`src/design/usbsrr_pkg.sv`:
```
// Shared types and constants for the USB standard request responder.
// No dependencies; imported by the responder and its port checker.
`timescale 1ns / 1ps

package usbsrr_pkg;

  // Configuration port
  localparam int CFG_INDEX_W = 3;
  localparam int CFG_DATA_W  = 8;

  typedef enum logic [CFG_INDEX_W-1:0] {
    CFG_SELF_POWERED  = 3'd0,
    CFG_CONFIG_NUMBER = 3'd1,
    CFG_IFACE_NUMBER  = 3'd2,
    CFG_ALT_SETTING   = 3'd3,
    CFG_IN_EP_ADDRESS = 3'd4
  } cfg_reg_t;

  // Reset values of the configuration registers
  localparam logic       SELF_POWERED_RST  = 1'b0;
  localparam logic [7:0] CONFIG_NUMBER_RST = 8'd1;
  localparam logic [7:0] IFACE_NUMBER_RST  = 8'd0;
  localparam logic [7:0] ALT_SETTING_RST   = 8'd0;
  localparam logic [7:0] IN_EP_ADDRESS_RST = 8'd129;

  // Reply kinds
  typedef enum logic [1:0] {
    KIND_STALL   = 2'd0,
    KIND_DATA    = 2'd1,
    KIND_ACK     = 2'd2,
    KIND_HANDOFF = 2'd3
  } reply_kind_t;

  // Reply lengths
  localparam logic [1:0] LEN_NONE   = 2'd0;
  localparam logic [1:0] LEN_BYTE   = 2'd1;
  localparam logic [1:0] LEN_STATUS = 2'd2;

  // bmRequestType fields
  localparam logic [1:0] TYPE_STANDARD  = 2'b00;
  localparam logic [4:0] RECIP_DEVICE   = 5'd0;
  localparam logic [4:0] RECIP_IFACE    = 5'd1;
  localparam logic [4:0] RECIP_ENDPOINT = 5'd2;

  // Standard request codes
  localparam logic [7:0] REQ_GET_STATUS     = 8'd0;
  localparam logic [7:0] REQ_CLEAR_FEATURE  = 8'd1;
  localparam logic [7:0] REQ_SET_FEATURE    = 8'd3;
  localparam logic [7:0] REQ_SET_ADDRESS    = 8'd5;
  localparam logic [7:0] REQ_GET_DESCRIPTOR = 8'd6;
  localparam logic [7:0] REQ_GET_CONFIG     = 8'd8;
  localparam logic [7:0] REQ_SET_CONFIG     = 8'd9;
  localparam logic [7:0] REQ_GET_INTERFACE  = 8'd10;
  localparam logic [7:0] REQ_SET_INTERFACE  = 8'd11;

  // Feature selectors
  localparam logic [7:0] FEAT_ENDPOINT_HALT = 8'd0;
  localparam logic [7:0] FEAT_REMOTE_WAKEUP = 8'd1;
  localparam logic [7:0] FEAT_TEST_MODE     = 8'd2;

  // Halt slots: endpoint 0, endpoint 1-in, endpoint 1-out
  localparam int HALT_SLOTS = 3;
  localparam logic [1:0] SLOT_EP0    = 2'd0;
  localparam logic [1:0] SLOT_EP1_IN = 2'd1;
  localparam logic [1:0] SLOT_EP1_OUT = 2'd2;

  // Decoded answer to one request
  typedef struct packed {
    reply_kind_t kind;
    logic [1:0]  length;
    logic [7:0]  first;
    logic        toggle_reset;
    logic [7:0]  toggle_endpoint;
    logic        in_endpoint_reset;
  } reply_t;

endpackage

```
`src/design/usb_standard_request_responder.sv`:
```
// USB standard request responder: decodes one control setup request and answers it.
// Depends on usbsrr_pkg.
`timescale 1ns / 1ps

// Takes one setup request per cycle while in_stall is low and returns one reply
// per request, in order. A request is registered on entry, decoded in a single
// pass of combinational logic against the remote-wakeup flag, the three endpoint
// halt bits and the configuration registers, and the reply lands in a result
// register: out_valid rises when the request moves from the input register into
// the result register. Throughput is one request per cycle while nothing stalls,
// set by the input register and the result register each holding one request. A
// stall on the result side holds the result register and then the input register
// behind it. Only standard requests are served; anything else, and any malformed
// standard request, gets a stall reply with all other fields zero and no state
// change. Descriptor lookup is not done here: get descriptor is handed off.
// Write configuration only while the block is idle.
module usb_standard_request_responder (
  input  logic                               clk,
  input  logic                               rst_n,
  // configuration write port
  input  logic                               cfg_wr_en,
  input  logic [usbsrr_pkg::CFG_INDEX_W-1:0] cfg_index,
  input  logic [usbsrr_pkg::CFG_DATA_W-1:0]  cfg_data,
  // request channel
  input  logic                               in_valid,
  output logic                               in_stall,
  input  logic [7:0]                         in_request_type,
  input  logic [7:0]                         in_request_code,
  input  logic [7:0]                         in_value_low,
  input  logic [7:0]                         in_index_low,
  // reply channel
  output logic                               out_valid,
  input  logic                               out_stall,
  output logic [1:0]                         out_reply_kind,
  output logic [1:0]                         out_reply_length,
  output logic [7:0]                         out_reply_first,
  output logic [7:0]                         out_reply_second,
  output logic                               out_toggle_reset,
  output logic [7:0]                         out_toggle_endpoint,
  output logic                               out_in_endpoint_reset
);

  import usbsrr_pkg::*;

  // configuration registers
  logic       self_powered_r;
  logic [7:0] config_number_r;
  logic [7:0] iface_number_r;
  logic [7:0] alt_setting_r;
  logic [7:0] in_ep_address_r;

  // device state
  logic                  remote_wakeup_r, remote_wakeup_nxt;
  logic [HALT_SLOTS-1:0] halt_r, halt_nxt;

  // input register
  logic       req_valid_r;
  logic [7:0] req_type_r, req_code_r, req_value_r, req_index_r;

  // result register
  logic   rsp_valid_r;
  reply_t rsp_r, rsp_nxt;

  logic out_free;
  logic advance;
  logic take_in;

  // decode helpers
  logic [4:0] recip;
  logic       is_standard;
  logic       slot_ok;
  logic [1:0] slot;

  // The result register frees up when empty or when its reply leaves this edge.
  assign out_free = !rsp_valid_r || !out_stall;
  assign advance  = req_valid_r && out_free;
  assign in_stall = req_valid_r && !out_free;
  assign take_in  = in_valid && !in_stall;

  // ---------------------------------------------------------------------------
  // Configuration writes; indexes past the list are dropped.
  // ---------------------------------------------------------------------------
  always_ff @(posedge clk) begin
    if (!rst_n) begin
      self_powered_r  <= SELF_POWERED_RST;
      config_number_r <= CONFIG_NUMBER_RST;
      iface_number_r  <= IFACE_NUMBER_RST;
      alt_setting_r   <= ALT_SETTING_RST;
      in_ep_address_r <= IN_EP_ADDRESS_RST;
    end else if (cfg_wr_en) begin
      unique case (cfg_index)
        CFG_SELF_POWERED:  self_powered_r  <= cfg_data[0];
        CFG_CONFIG_NUMBER: config_number_r <= cfg_data;
        CFG_IFACE_NUMBER:  iface_number_r  <= cfg_data;
        CFG_ALT_SETTING:   alt_setting_r   <= cfg_data;
        CFG_IN_EP_ADDRESS: in_ep_address_r <= cfg_data;
        default: ;
      endcase
    end
  end

  // ---------------------------------------------------------------------------
  // Input register: load on accept, hold while the decode stage is blocked.
  // ---------------------------------------------------------------------------
  always_ff @(posedge clk) begin
    if (!rst_n) begin
      req_valid_r <= 1'b0;
    end else if (take_in) begin
      req_valid_r <= 1'b1;
    end else if (advance) begin
      req_valid_r <= 1'b0;
    end
  end

  always_ff @(posedge clk) begin
    if (take_in) begin
      req_type_r  <= in_request_type;
      req_code_r  <= in_request_code;
      req_value_r <= in_value_low;
      req_index_r <= in_index_low;
    end
  end

  // ---------------------------------------------------------------------------
  // Endpoint lookup: bit 7 gives direction, the low seven bits the number.
  // Only endpoint 0 and endpoint 1 in either direction have a halt bit.
  // ---------------------------------------------------------------------------
  always_comb begin
    slot_ok = 1'b1;
    slot    = SLOT_EP0;
    if (req_index_r[6:0] == 7'd0) begin
      slot = SLOT_EP0;
    end else if (req_index_r[6:0] == 7'd1) begin
      slot = req_index_r[7] ? SLOT_EP1_IN : SLOT_EP1_OUT;
    end else begin
      slot_ok = 1'b0;
    end
  end

  assign recip       = req_type_r[4:0];
  assign is_standard = (req_type_r[6:5] == TYPE_STANDARD);

  // ---------------------------------------------------------------------------
  // Request decode. Start from a stall reply with everything zero and fill in
  // the fields for each request that is well formed.
  // ---------------------------------------------------------------------------
  always_comb begin
    rsp_nxt           = '0;
    rsp_nxt.kind      = KIND_STALL;
    remote_wakeup_nxt = remote_wakeup_r;
    halt_nxt          = halt_r;

    if (is_standard) begin
      unique case (req_code_r)
        REQ_GET_STATUS: begin
          // needs the to-host direction
          if (req_type_r[7]) begin
            if (recip == RECIP_DEVICE) begin
              rsp_nxt.kind   = KIND_DATA;
              rsp_nxt.length = LEN_STATUS;
              rsp_nxt.first  = {6'd0, remote_wakeup_r, self_powered_r};
            end else if (recip == RECIP_IFACE) begin
              rsp_nxt.kind   = KIND_DATA;
              rsp_nxt.length = LEN_STATUS;
            end else if (recip == RECIP_ENDPOINT && slot_ok) begin
              rsp_nxt.kind   = KIND_DATA;
              rsp_nxt.length = LEN_STATUS;
              rsp_nxt.first  = {7'd0, halt_r[slot]};
            end
          end
        end
        REQ_CLEAR_FEATURE: begin
          if (recip == RECIP_DEVICE && req_value_r == FEAT_REMOTE_WAKEUP) begin
            remote_wakeup_nxt = 1'b0;
            rsp_nxt.kind      = KIND_ACK;
          end else if (recip == RECIP_ENDPOINT && req_value_r == FEAT_ENDPOINT_HALT
                       && slot_ok) begin
            halt_nxt[slot] = 1'b0;
            rsp_nxt.kind   = KIND_ACK;
          end
        end
        REQ_SET_FEATURE: begin
          if (recip == RECIP_DEVICE) begin
            if (req_value_r == FEAT_REMOTE_WAKEUP) begin
              remote_wakeup_nxt = 1'b1;
              rsp_nxt.kind      = KIND_ACK;
            end else if (req_value_r == FEAT_TEST_MODE) begin
              // test mode: acknowledge only
              rsp_nxt.kind = KIND_ACK;
            end
          end else if (recip == RECIP_ENDPOINT && req_value_r == FEAT_ENDPOINT_HALT
                       && slot_ok) begin
            // halting an endpoint also resets its data toggle
            halt_nxt[slot]          = 1'b1;
            rsp_nxt.kind            = KIND_ACK;
            rsp_nxt.toggle_reset    = 1'b1;
            rsp_nxt.toggle_endpoint = req_index_r;
          end
        end
        REQ_SET_ADDRESS: begin
          rsp_nxt.kind = KIND_ACK;
        end
        REQ_GET_DESCRIPTOR: begin
          // direction and recipient are not checked
          rsp_nxt.kind = KIND_HANDOFF;
        end
        REQ_GET_CONFIG: begin
          rsp_nxt.kind   = KIND_DATA;
          rsp_nxt.length = LEN_BYTE;
          rsp_nxt.first  = config_number_r;
        end
        REQ_SET_CONFIG: begin
          if (req_value_r == config_number_r) begin
            rsp_nxt.kind = KIND_ACK;
          end
        end
        REQ_GET_INTERFACE: begin
          if (req_index_r == iface_number_r) begin
            rsp_nxt.kind   = KIND_DATA;
            rsp_nxt.length = LEN_BYTE;
            rsp_nxt.first  = alt_setting_r;
          end
        end
        REQ_SET_INTERFACE: begin
          // restart the data-in endpoint: clear busy and reset its toggle
          if (req_index_r == iface_number_r && req_value_r == alt_setting_r) begin
            rsp_nxt.kind              = KIND_ACK;
            rsp_nxt.in_endpoint_reset = 1'b1;
            rsp_nxt.toggle_reset      = 1'b1;
            rsp_nxt.toggle_endpoint   = in_ep_address_r;
          end
        end
        default: ;
      endcase
    end
  end

  // ---------------------------------------------------------------------------
  // State commits only when the request moves into the result register, so
  // each request sees the state left by the one before it.
  // ---------------------------------------------------------------------------
  always_ff @(posedge clk) begin
    if (!rst_n) begin
      remote_wakeup_r <= 1'b0;
      halt_r          <= '0;
    end else if (advance) begin
      remote_wakeup_r <= remote_wakeup_nxt;
      halt_r          <= halt_nxt;
    end
  end

  // ---------------------------------------------------------------------------
  // Result register: load on advance, drop once taken, hold while stalled.
  // ---------------------------------------------------------------------------
  always_ff @(posedge clk) begin
    if (!rst_n) begin
      rsp_valid_r <= 1'b0;
    end else if (advance) begin
      rsp_valid_r <= 1'b1;
    end else if (!out_stall) begin
      rsp_valid_r <= 1'b0;
    end
  end

  always_ff @(posedge clk) begin
    if (advance) begin
      rsp_r <= rsp_nxt;
    end
  end

  assign out_valid             = rsp_valid_r;
  assign out_reply_kind        = rsp_r.kind;
  assign out_reply_length      = rsp_r.length;
  assign out_reply_first       = rsp_r.first;
  assign out_reply_second      = 8'd0;
  assign out_toggle_reset      = rsp_r.toggle_reset;
  assign out_toggle_endpoint   = rsp_r.toggle_endpoint;
  assign out_in_endpoint_reset = rsp_r.in_endpoint_reset;

endmodule

```
`config.mk`:
```
export PLATFORM = sky130hd
export DESIGN_NAME = usb_standard_request_responder
export DESIGN_NICKNAME = d
export VERILOG_FILES = /design/src/design/usbsrr_pkg.sv /design/src/design/usb_standard_request_responder.sv
export SDC_FILE = /design/constraint.sdc
export NUM_CORES = 1
export LEC_CHECK = 0
export BUFFER_PORTS_ARGS = -buffer_cell sky130_fd_sc_hd__buf_2
export CAP_MARGIN = 20
export CORE_ASPECT_RATIO = 1.4
export CORE_MARGIN = 4
export CORE_UTILIZATION = 40
export CTS_CLUSTER_SIZE = 14
export DETAILED_ROUTE_END_ITERATION = 10
export PLACE_DENSITY = 0.66
export SLEW_MARGIN = 5
export SYNTH_ARGS = -nofsm -noshare
export SYNTH_HDL_FRONTEND = slang
export SYNTH_SLANG_ARGS = --single-unit
```
`constraint.sdc`:
```
create_clock -name clk -period 4 [get_ports clk]
set_clock_uncertainty 0.05 [all_clocks]
set_input_delay 0.8 -clock clk [delete_from_list [all_inputs] [get_ports clk]]
set_output_delay 0.8 -clock clk [all_outputs]
set_load 0.005 [all_outputs]
```
==> results of run 1 <==
## registers in the layout, indices dropped and copies added, names as in the netlist, named ones only
name,cells
alt_setting_r,8
config_number_r,8
iface_number_r,8
in_ep_address_r,8
out_reply_first,8
out_toggle_endpoint,8
req_code_r,8
req_index_r,8
req_type_r,8
req_value_r,8
out_reply_kind,2
out_reply_length,2
out_in_endpoint_reset,1
out_toggle_reset,1
out_valid,1
remote_wakeup_r,1
req_valid_r,1
self_powered_r,1
## worst paths after layout
kind | to | slack (ps) | cells after the start
max | out_reply_first[0] | 1310 | 5
min | flip-flop | 410 | 2
max reg2reg | out_reply_first[0] | 1310 | 5
min reg2reg | flip-flop | 410 | 2
## per-layer routing
layer	routed length, um	GRT usage	vias to the layer above	part of all wire
met2	4730	0.286	88	0.52
li1	-	-	1458	-
met4	191	0.0595	0	0.021
met5	0	0	-	0
met1	3610	0.189	1387	0.40
met3	530	0.0383	17	0.058
## layout make-up
| type | count | area [um2] | share of cell area |
|---|---|---|---|
| multi-input combinational | 264 | 1600 | 0.333 |
| clock inverter | 3 | 13.8 | 0.00287 |
| sequential | 93 | 2400 | 0.501 |
| tap | 135 | 169 | 0.0352 |
| inverter | 1 | 3.75 | 0.000782 |
| clock buffer | 13 | 240 | 0.0501 |
| timing repair buffer | 73 | 370 | 0.0772 |
## cells by family (layout without fill, tap and decap cells)
logic type,Yosys count,in the layout,synth area share
buffers and inverters,21,90,0.0267
multiplexers,6,6,0.0150
flip-flops,93,93,0.589
other,1,8,0.000920
XOR/XNOR,24,24,0.0516
AND/OR/NAND/NOR,167,167,0.209
AO/OA/AOI/OAI,59,59,0.107
## power breakdown
group | switching, mW | internal (mW)
clock | 0.324 | 0.417
combinational | 0.0648 | 0.0524
sequential | 0.0289 | 1.05
total | 0.418 | 1.52
## worst max-delay path: cells and delay by family, from the launching register on
family	cells	cell delay (ps)
and+or+nand+nor	3	1730
DFF	1	390
AOI/OAI and AO/OA	2	370
## stage by stage
step	power, mW	utilization	hold WS, ps
floorplan	1.16	-	382
finish	1.94	0.482	411
detailed placement	1.22	0.456	401
CTS	1.97	0.482	413
global route	2.01	0.482	432
global placement	1.22	0.456	394
## layout by cell type, fill, tap and decap left out, types with 5 or more instances in the layout
master,netlist,final
a21boi_0,31,30
a21oi_1,7,7
a22oi_1,8,8
and2_1,7,7
and3_1,5,5
buf_2,0,71
clkbuf_16,0,9
conb_1,1,8
dfxtp_1,39,39
edfxtp_1,54,54
mux2i_1,5,5
nand2_1,79,79
nand3_1,13,13
nand4_1,5,5
nor2_1,19,19
nor2b_1,7,6
nor3_1,5,5
nor4_1,6,6
xnor2_1,14,14
xor2_1,10,10
==> flow_summary.ini, run 1 <==
[run_status]
status = completed

[finish]
layout-drive-gt1-share = 0.219
final_area_mm2 = 0.00480
fill_cells = 958
syn_to_final_growth_pct = 17.7
stdcell_count = 582
antennaDiodeCount = 0
num-nets-final = 490

[pwr]
p_leak_nw = 1.70
ir_worst_vdd_v = 0.000235
pwr_density_cell_mw_per_mm2 = 404

[synthesis]
ys.warnings.count = 0
syn_area_per_cell_um2 = 11.0
synth_ff_type = edfxtp_1
synth_most_common_cell = nand2_1
synth_top_cell_area_share = 0.398
synthTopCellsByArea = edfxtp_1 40%, dfxtp_1 19%, nand2_1 7.3%
synthCells = 371
synth_top_cells_by_count = 79 x nand2_1, 54 x edfxtp_1, 39 x dfxtp_1
ys_seq_area_frac = 0.589
synth_edf_count = 54
synth_top_area_cell = edfxtp_1
synth-seq-cells = 93
syn_area_mm2 = 0.00408
ys_async_sr_fraction = 0
ys_types = 46

[cts]
clk_pin_slew_ps = 60
cts_resized = 0
cts.sinks = 93
clock_latency_ps = 340
tritoncts = yes
clock_path_buffers = 2
holdBufCountCts = 0
post_cts_buffers = 0
cts_made_buffers = 9
htreeDepth = 3
cts-root-buf = clkbuf_16

[timing]
hold_viol = 0
drv_slew = 0
setup_viol = 0
tns_ps = 0
post-route-min-period_ps = 2690
worst_slack_ps = 1310
rsz0062_at_grt = no
slew_headroom = 0.303
tightest_slew_ps = 1040
max_freq_mhz = 371
post-route-period-util = 0.673

[grt]
grt_max_degree = 41
grt_use_total = 0.162
grt_pass1_wl_um = 14800
grt_pass1_vias = 2944
antenna_found_initial = 0
overflow = 0

[detailed_routing]
vias_per_cell = 5.07
ant_nets = 0
first_pass_iters = 4
wl_per_cell_um = 15.6
dr_total_vias = 2950
drc = 0
drt-total-wl_um = 9060
drt_iter0_markers = 128

[critical_path]
crit_chain = nor4_1, nand3b_1, nor3_1, a22oi_1, a21oi_1
cp_slowest_cell = nor3_1
crit_start = req_code_r[5]
worstPathRequired_ps = 4130
end_kind = flip-flop
slowest_delay_ps = 860
crit_path_start_kind = flip-flop
critical_path_class = flip-flop to flip-flop
rr_startpoint = req_code_r[5]
cp.arrival_ps = 2830
cp_max_fo = 10

[place]
hpwl_um = 6880
numPortBuffers = 71
place_ws_ps = 1410
place_area_mm2 = 0.00454
finalWeightedCongestion = 0.882
placed_cells = 566

[die]
dieArea_mm2 = 0.0119
die_h_um = 127
core_area_mm2 = 0.00995
io_pins = 80
die_x_um = 93.3
start_util = 0.410
rows = 43

[run]
cap_violations = 0

[min_path]
hp-class = flip-flop to flip-flop
(Power assumes the default switching activity.)
==> run 2: changes to the inputs <==
--- a/config.mk
+++ b/config.mk
@@ -5,6 +5,7 @@
 export SDC_FILE = /design/constraint.sdc
 export NUM_CORES = 1
 export LEC_CHECK = 0
+export ABC_AREA = 1
 export BUFFER_PORTS_ARGS = -buffer_cell sky130_fd_sc_hd__buf_2
 export CAP_MARGIN = 20
 export CORE_ASPECT_RATIO = 1.4
==> constraint.sdc (replaced) <==
create_clock -name clk -period 2.6 [get_ports clk]
set_clock_uncertainty 0.05 [all_clocks]
set_input_delay 0.52 -clock clk [delete_from_list [all_inputs] [get_ports clk]]
set_output_delay 0.52 -clock clk [all_outputs]
set_load 0.005 [all_outputs]
==> flow_summary.ini, run 2 <==
[pwr]
combPwrFrac = 0.073
switching_share = 0.235
pwr_density_cell_mw_per_mm2 = 606
seqPwrFrac = 0.542
ir_worst_vdd_v = 0.000369
p_int_mw = 2.35
switching_power_mw = 0.723
pwr-share-clk = 0.385
p_leak_nw = 2.12

[critical_path]
crit_chain = nand2_1, nand2_1, nor2_1, nand2_1, nor2_4, nand3_2, nor3_1
end_kind = flip-flop
worstPathRequired_ps = 2690
cp_max_fo = 13
cp.depth = 7
slowest_delay_ps = 470
r2r_cells = 7
reg2reg_to = out_toggle_endpoint[3]
critical_path_class = flip-flop to flip-flop
rr_startpoint = req_index_r[7]
cp.arrival_ps = 1970
crit_family = simple AND/OR/NAND/NOR gates
worst-path-buf-inv = 0
crit_path_start_kind = flip-flop
cp_common_cell = nand2_1
rrSetupSlack_ps = 730
cp_slowest_cell = edfxtp_1

[grt]
grtUsageMet2 = 0.248
grt_busiest_layer = met2
antenna_found_initial = 0
grt_pass1_vias = 3274
grt_use_met3 = 0.0349
grt_max_degree = 38
globalRouteMet1Util = 0.218
overflow = 0
grt_pass1_wl_um = 15900
grt_use_total = 0.163

[detailed_routing]
wl_per_cell_um = 13.5
dr_total_vias = 3506
first_pass_iters = 4
ant_nets = 0
vias_per_cell = 4.82
drc = 0
drt_iter0_markers = 283
drt-total-wl_um = 9830

[die]
start_util = 0.414
core_area_mm2 = 0.0105
die_h_um = 132
rows = 44
die_x_um = 96.2
dieArea_mm2 = 0.0127
io_pins = 80

[synthesis]
synth_top_cells_by_count = 99 x nand2_1, 75 x nor2_1, 64 x inv_1
synthCells = 512
syn_area_mm2 = 0.00436
synth_edf_count = 54
synth_top_cell_area_share = 0.372
ys.warnings.count = 0
ys_seq_area_frac = 0.551
syn_area_per_cell_um2 = 8.51
synth_top_area_cell = edfxtp_1
ys_types = 33
synth-seq-cells = 93
synth_ff_type = edfxtp_1
synthTopCellsByArea = edfxtp_1 37%, dfxtp_1 18%, nand2_1 8.5%
ys_async_sr_fraction = 0
synth_most_common_cell = nand2_1

[min_path]
hp-class = input pin to flip-flop
hold_end = req_value_r[7]
whs_path_depth = 1
hold_start = in_value_low[7]

[cts]
clock_latency_ps = 340
clk_pin_slew_ps = 70
cts_made_buffers = 9
htreeDepth = 3
clock_path_buffers = 2
cts_resized = 0
post_cts_buffers = 0
holdBufCountCts = 0
cts.sinks = 93
tritoncts = yes
cts-root-buf = clkbuf_16

[finish]
syn_to_final_growth_pct = 16.5
num-nets-final = 632
final_common_cell = nand2_1
layout-drive-gt1-share = 0.197
layout_common_cells = 99 x nand2_1, 75 x nor2_1, 71 x buf_2
fill_cells = 1023
antennaDiodeCount = 0

[timing]
tns_ps = 0
post-route-min-period_ps = 1870
post-route-period-util = 0.721
rsz0062_at_grt = no
tightest_slew_ps = 551
drv_slew = 0
setup_viol = 0
max_freq_mhz = 534
slew_headroom = 0.633
worst_slack_ps = 726
hold_viol = 0

[run_status]
status = completed

[run]
cap_violations = 0

[place]
finalWeightedCongestion = 0.921
place_ws_ps = 742
hpwl_um = 7710
numPortBuffers = 71
run 2: cell types whose count changed in the layout (fill, tap and decap cells not counted), moves of 20 or more:
cell	delta
inv_1	+63
a21boi_0	-30
a21oi_1	+27
nand3_1	+23
nand2_1	+20
o21ai_0	+28
nor2_1	+56
run 2: kinds of logic (layout without fill, tap and decap cells):
kind of cell	count (synthesis)	after routing	share of synthesized area
AND/OR/NAND/NOR	249	249	0.258
flip-flops	93	93	0.551
buffers and inverters	90	160	0.0884
AO/OA/AOI/OAI	71	71	0.0853
XOR/XNOR	8	8	0.0161
other	1	8	0.000861
run 2: worst max-delay path by stage:
stage	start	endpoint	slack [ps]
after CTS	req_index_r[7]	out_toggle_endpoint[3]	750
after detailed placement	cfg_index[2]	alt_setting_r[6]	740
after floorplan	out_stall	flip-flop	720
after global placement	cfg_wr_en	iface_number_r[3]	800
final	req_index_r[7]	out_toggle_endpoint[3]	730
after global routing	req_index_r[0]	out_toggle_endpoint[3]	540
run 2: metrics by stage:
stage,hold WS (ps),instance area (um2),util,instances,power (mW)
6_report,297,5070,0.483,727,3.07
5_1_grt,282,5070,0.483,727,3.21
4_1_cts,285,5070,0.483,727,3.11
3_5_place_dp,416,4810,0.457,711,1.93
3_3_place_gp,407,4810,0.457,711,1.92
2_1_floorplan,381,4380,-,519,1.83
run 2: final cells by class:
type,count,area (um2),share of cell area
clock inverter,6,37.5,0.00740
timing repair buffer,73,370,0.0730
tap,138,173,0.0340
inverter,71,267,0.0525
sequential,93,2400,0.473
multi-input combinational,336,1600,0.315
clock buffer,10,229,0.0451
run 2: layer usage:
| metal | share of wire | wire (um) |
|---|---|---|
| met2 | 0.48 | 4690 |
| met1 | 0.44 | 4280 |
| met5 | 0 | 0 |
| met4 | 0.027 | 264 |
| met3 | 0.061 | 597 |
run 2: power groups by stage:
stage               combinational, mW  clock [mW]  sequential [mW]
finish                          0.225        1.18             1.67
global route                    0.259        1.28             1.67
CTS                             0.227        1.22             1.67
detailed placement              0.226           0             1.70
global placement                0.222           0             1.70
floorplan                       0.149           0             1.69
==> run 3: changes to the inputs <==
--- a/config.mk
+++ b/config.mk
@@ -5,7 +5,7 @@
 export SDC_FILE = /design/constraint.sdc
 export NUM_CORES = 1
 export LEC_CHECK = 0
-export ABC_AREA = 1
+export ABC_AREA = 0
 export BUFFER_PORTS_ARGS = -buffer_cell sky130_fd_sc_hd__buf_2
 export CAP_MARGIN = 20
 export CORE_ASPECT_RATIO = 1.4
==> constraint.sdc (replaced) <==
create_clock -name clk -period 1.95 [get_ports clk]
set_clock_uncertainty 0.05 [all_clocks]
set_input_delay 0.39 -clock clk [delete_from_list [all_inputs] [get_ports clk]]
set_output_delay 0.39 -clock clk [all_outputs]
set_load 0.005 [all_outputs]
==> flow_summary.ini, run 3 (same netlist as run 1, synthesis figures left out) <==
[timing]
post-route-period-util = 1.19
rsz0062_at_grt = yes
drv_slew = 0
hold_viol = 0
post-route-min-period_ps = 2320
worst_slack_ps = -369
slew_headroom = 0.525
tightest_slew_ps = 704
setup_viol = 13
max_freq_mhz = 431

[place]
place_area_mm2 = 0.00492
placed_cells = 607
numPortBuffers = 71
hpwl_um = 7360
finalWeightedCongestion = 0.907

[pwr]
pwr-share-clk = 0.404
p_leak_nw = 2.00
seqPwrFrac = 0.522
ir_worst_vdd_v = 0.000507
switching_power_mw = 0.893
switching_share = 0.211
pwr_density_cell_mw_per_mm2 = 795
combPwrFrac = 0.074
p_int_mw = 3.34

[die]
start_util = 0.410
core_area_mm2 = 0.00995
rows = 43
io_pins = 80
dieArea_mm2 = 0.0119
die_x_um = 93.3
die_h_um = 127

[cts]
cts.sinks = 93
cts_made_buffers = 9
htreeDepth = 3
clock_path_buffers = 2
clk_pin_slew_ps = 60
cts-root-buf = clkbuf_16
clock_latency_ps = 340
tritoncts = yes

[grt]
grt_pass1_vias = 3083
grt_max_degree = 33
overflow = 0
grt_use_total = 0.171
antenna_found_initial = 0
grt_pass1_wl_um = 15400

[run_status]
violations = setup timing
status = complete, but fails checks

[critical_path]
crit_path_start_kind = flip-flop
cp_slowest_cell = or4_4
critical_path_class = flip-flop to flip-flop
worstPathRequired_ps = 2090
cp_max_fo = 2
crit_chain = or4_4, or4b_4, or3_4, a21o_1, a41oi_2
end_kind = flip-flop
cp.arrival_ps = 2460
slowest_delay_ps = 540

[finish]
layout-drive-gt1-share = 0.324
fin_util = 0.534
antennaDiodeCount = 0
final_common_cell = nand2_1
layout_common_cells = 79 x nand2_1, 71 x buf_2, 54 x edfxtp_1
num-nets-final = 533
final_area_mm2 = 0.00532
multi_input_area_mm2 = 0.00174
fill_cells = 915
syn_to_final_growth_pct = 30.5
regArea_mm2 = 0.00240
stdcell_count = 625

[min_path]
hp-class = input pin to flip-flop

[detailed_routing]
drt-total-wl_um = 9560
drc = 0
wl_per_cell_um = 15.3
dr_total_vias = 3137
first_pass_iters = 4
vias_per_cell = 5.02
drt_iter0_markers = 156
ant_nets = 0

[run]
cap_violations = 0
==> run 3: cell count changes in the layout (fill, tap and decap cells not counted), sizes merged, moves of 28 or more <==
cell | before | now
inv | 72 | 1
o21ai | 34 | 2
a21oi | 35 | 7
buf | 73 | 116
nor2 | 83 | 19
a21boi | 0 | 31
==> run 3: worst paths after layout <==
check / depth (start not counted) / startpoint / slack [ps] / end
min reg2reg: 2 / in_ep_address_r[3] / 410 / in_ep_address_r[3]
max: 5 / req_code_r[6] / -370 / out_reply_kind[1]
min: 1 / in_request_type[0] / 170 / req_type_r[0]
max reg2reg: 5 / req_code_r[6] / -370 / out_reply_kind[1]
==> run 3: critical path: cells and delay by family (launching register included) <==
kind               cells  cell delay [ps]
and+or+nand+nor        3             1440
DFF                    1              380
AOI/OAI and AO/OA      2              300
==> run 3: layout make-up <==
type | count | area share
clock buffers | 14 | 0.0478
clock inverters | 2 | 0.00659
inverters | 1 | 0.000706
multi-input cells | 264 | 0.327
flip-flops and latches | 93 | 0.452
well taps | 135 | 0.0318
repair buffers | 116 | 0.135
==> run 3: power by group through the flow <==
stage	Combinational [mW]	Sequential, mW	Clock [mW]
after floorplan	0.144	2.24	0
after global placement	0.303	2.25	0
final	0.313	2.21	1.71
after CTS	0.315	2.21	1.74
after global routing	0.347	2.21	1.81
after detailed placement	0.308	2.25	0
==> run 3: routing by layer <==
layer  GRT usage  vias up  share of wire  wire [um]
met3      0.0306       21          0.052        498
met1       0.195     1463           0.39       3720
met2       0.296      109           0.53       5040
met5           0        -              0          0
met4      0.0984        0          0.031        297
li1            -     1544              -          -
==> run 3: timing repair <==
item,in CTS,in global routing
pin swaps,11,12
setup buffers,1,3
endpoints found under the setup margin,25,24
resized for setup,7,12
hold buffers,0,0
==> run 3: stage by stage <==
stage                     TNS (ps)  power, mW  setup WS, ps  hold slack, ps
after floorplan              -2200       2.39          -346             382
after global placement       -3340       2.55          -369             395
after detailed placement     -4610       2.56          -409             404
after CTS                    -3530       4.26          -368             159
after global routing         -5120       4.37          -441             160
final                        -3420       4.23          -369             170
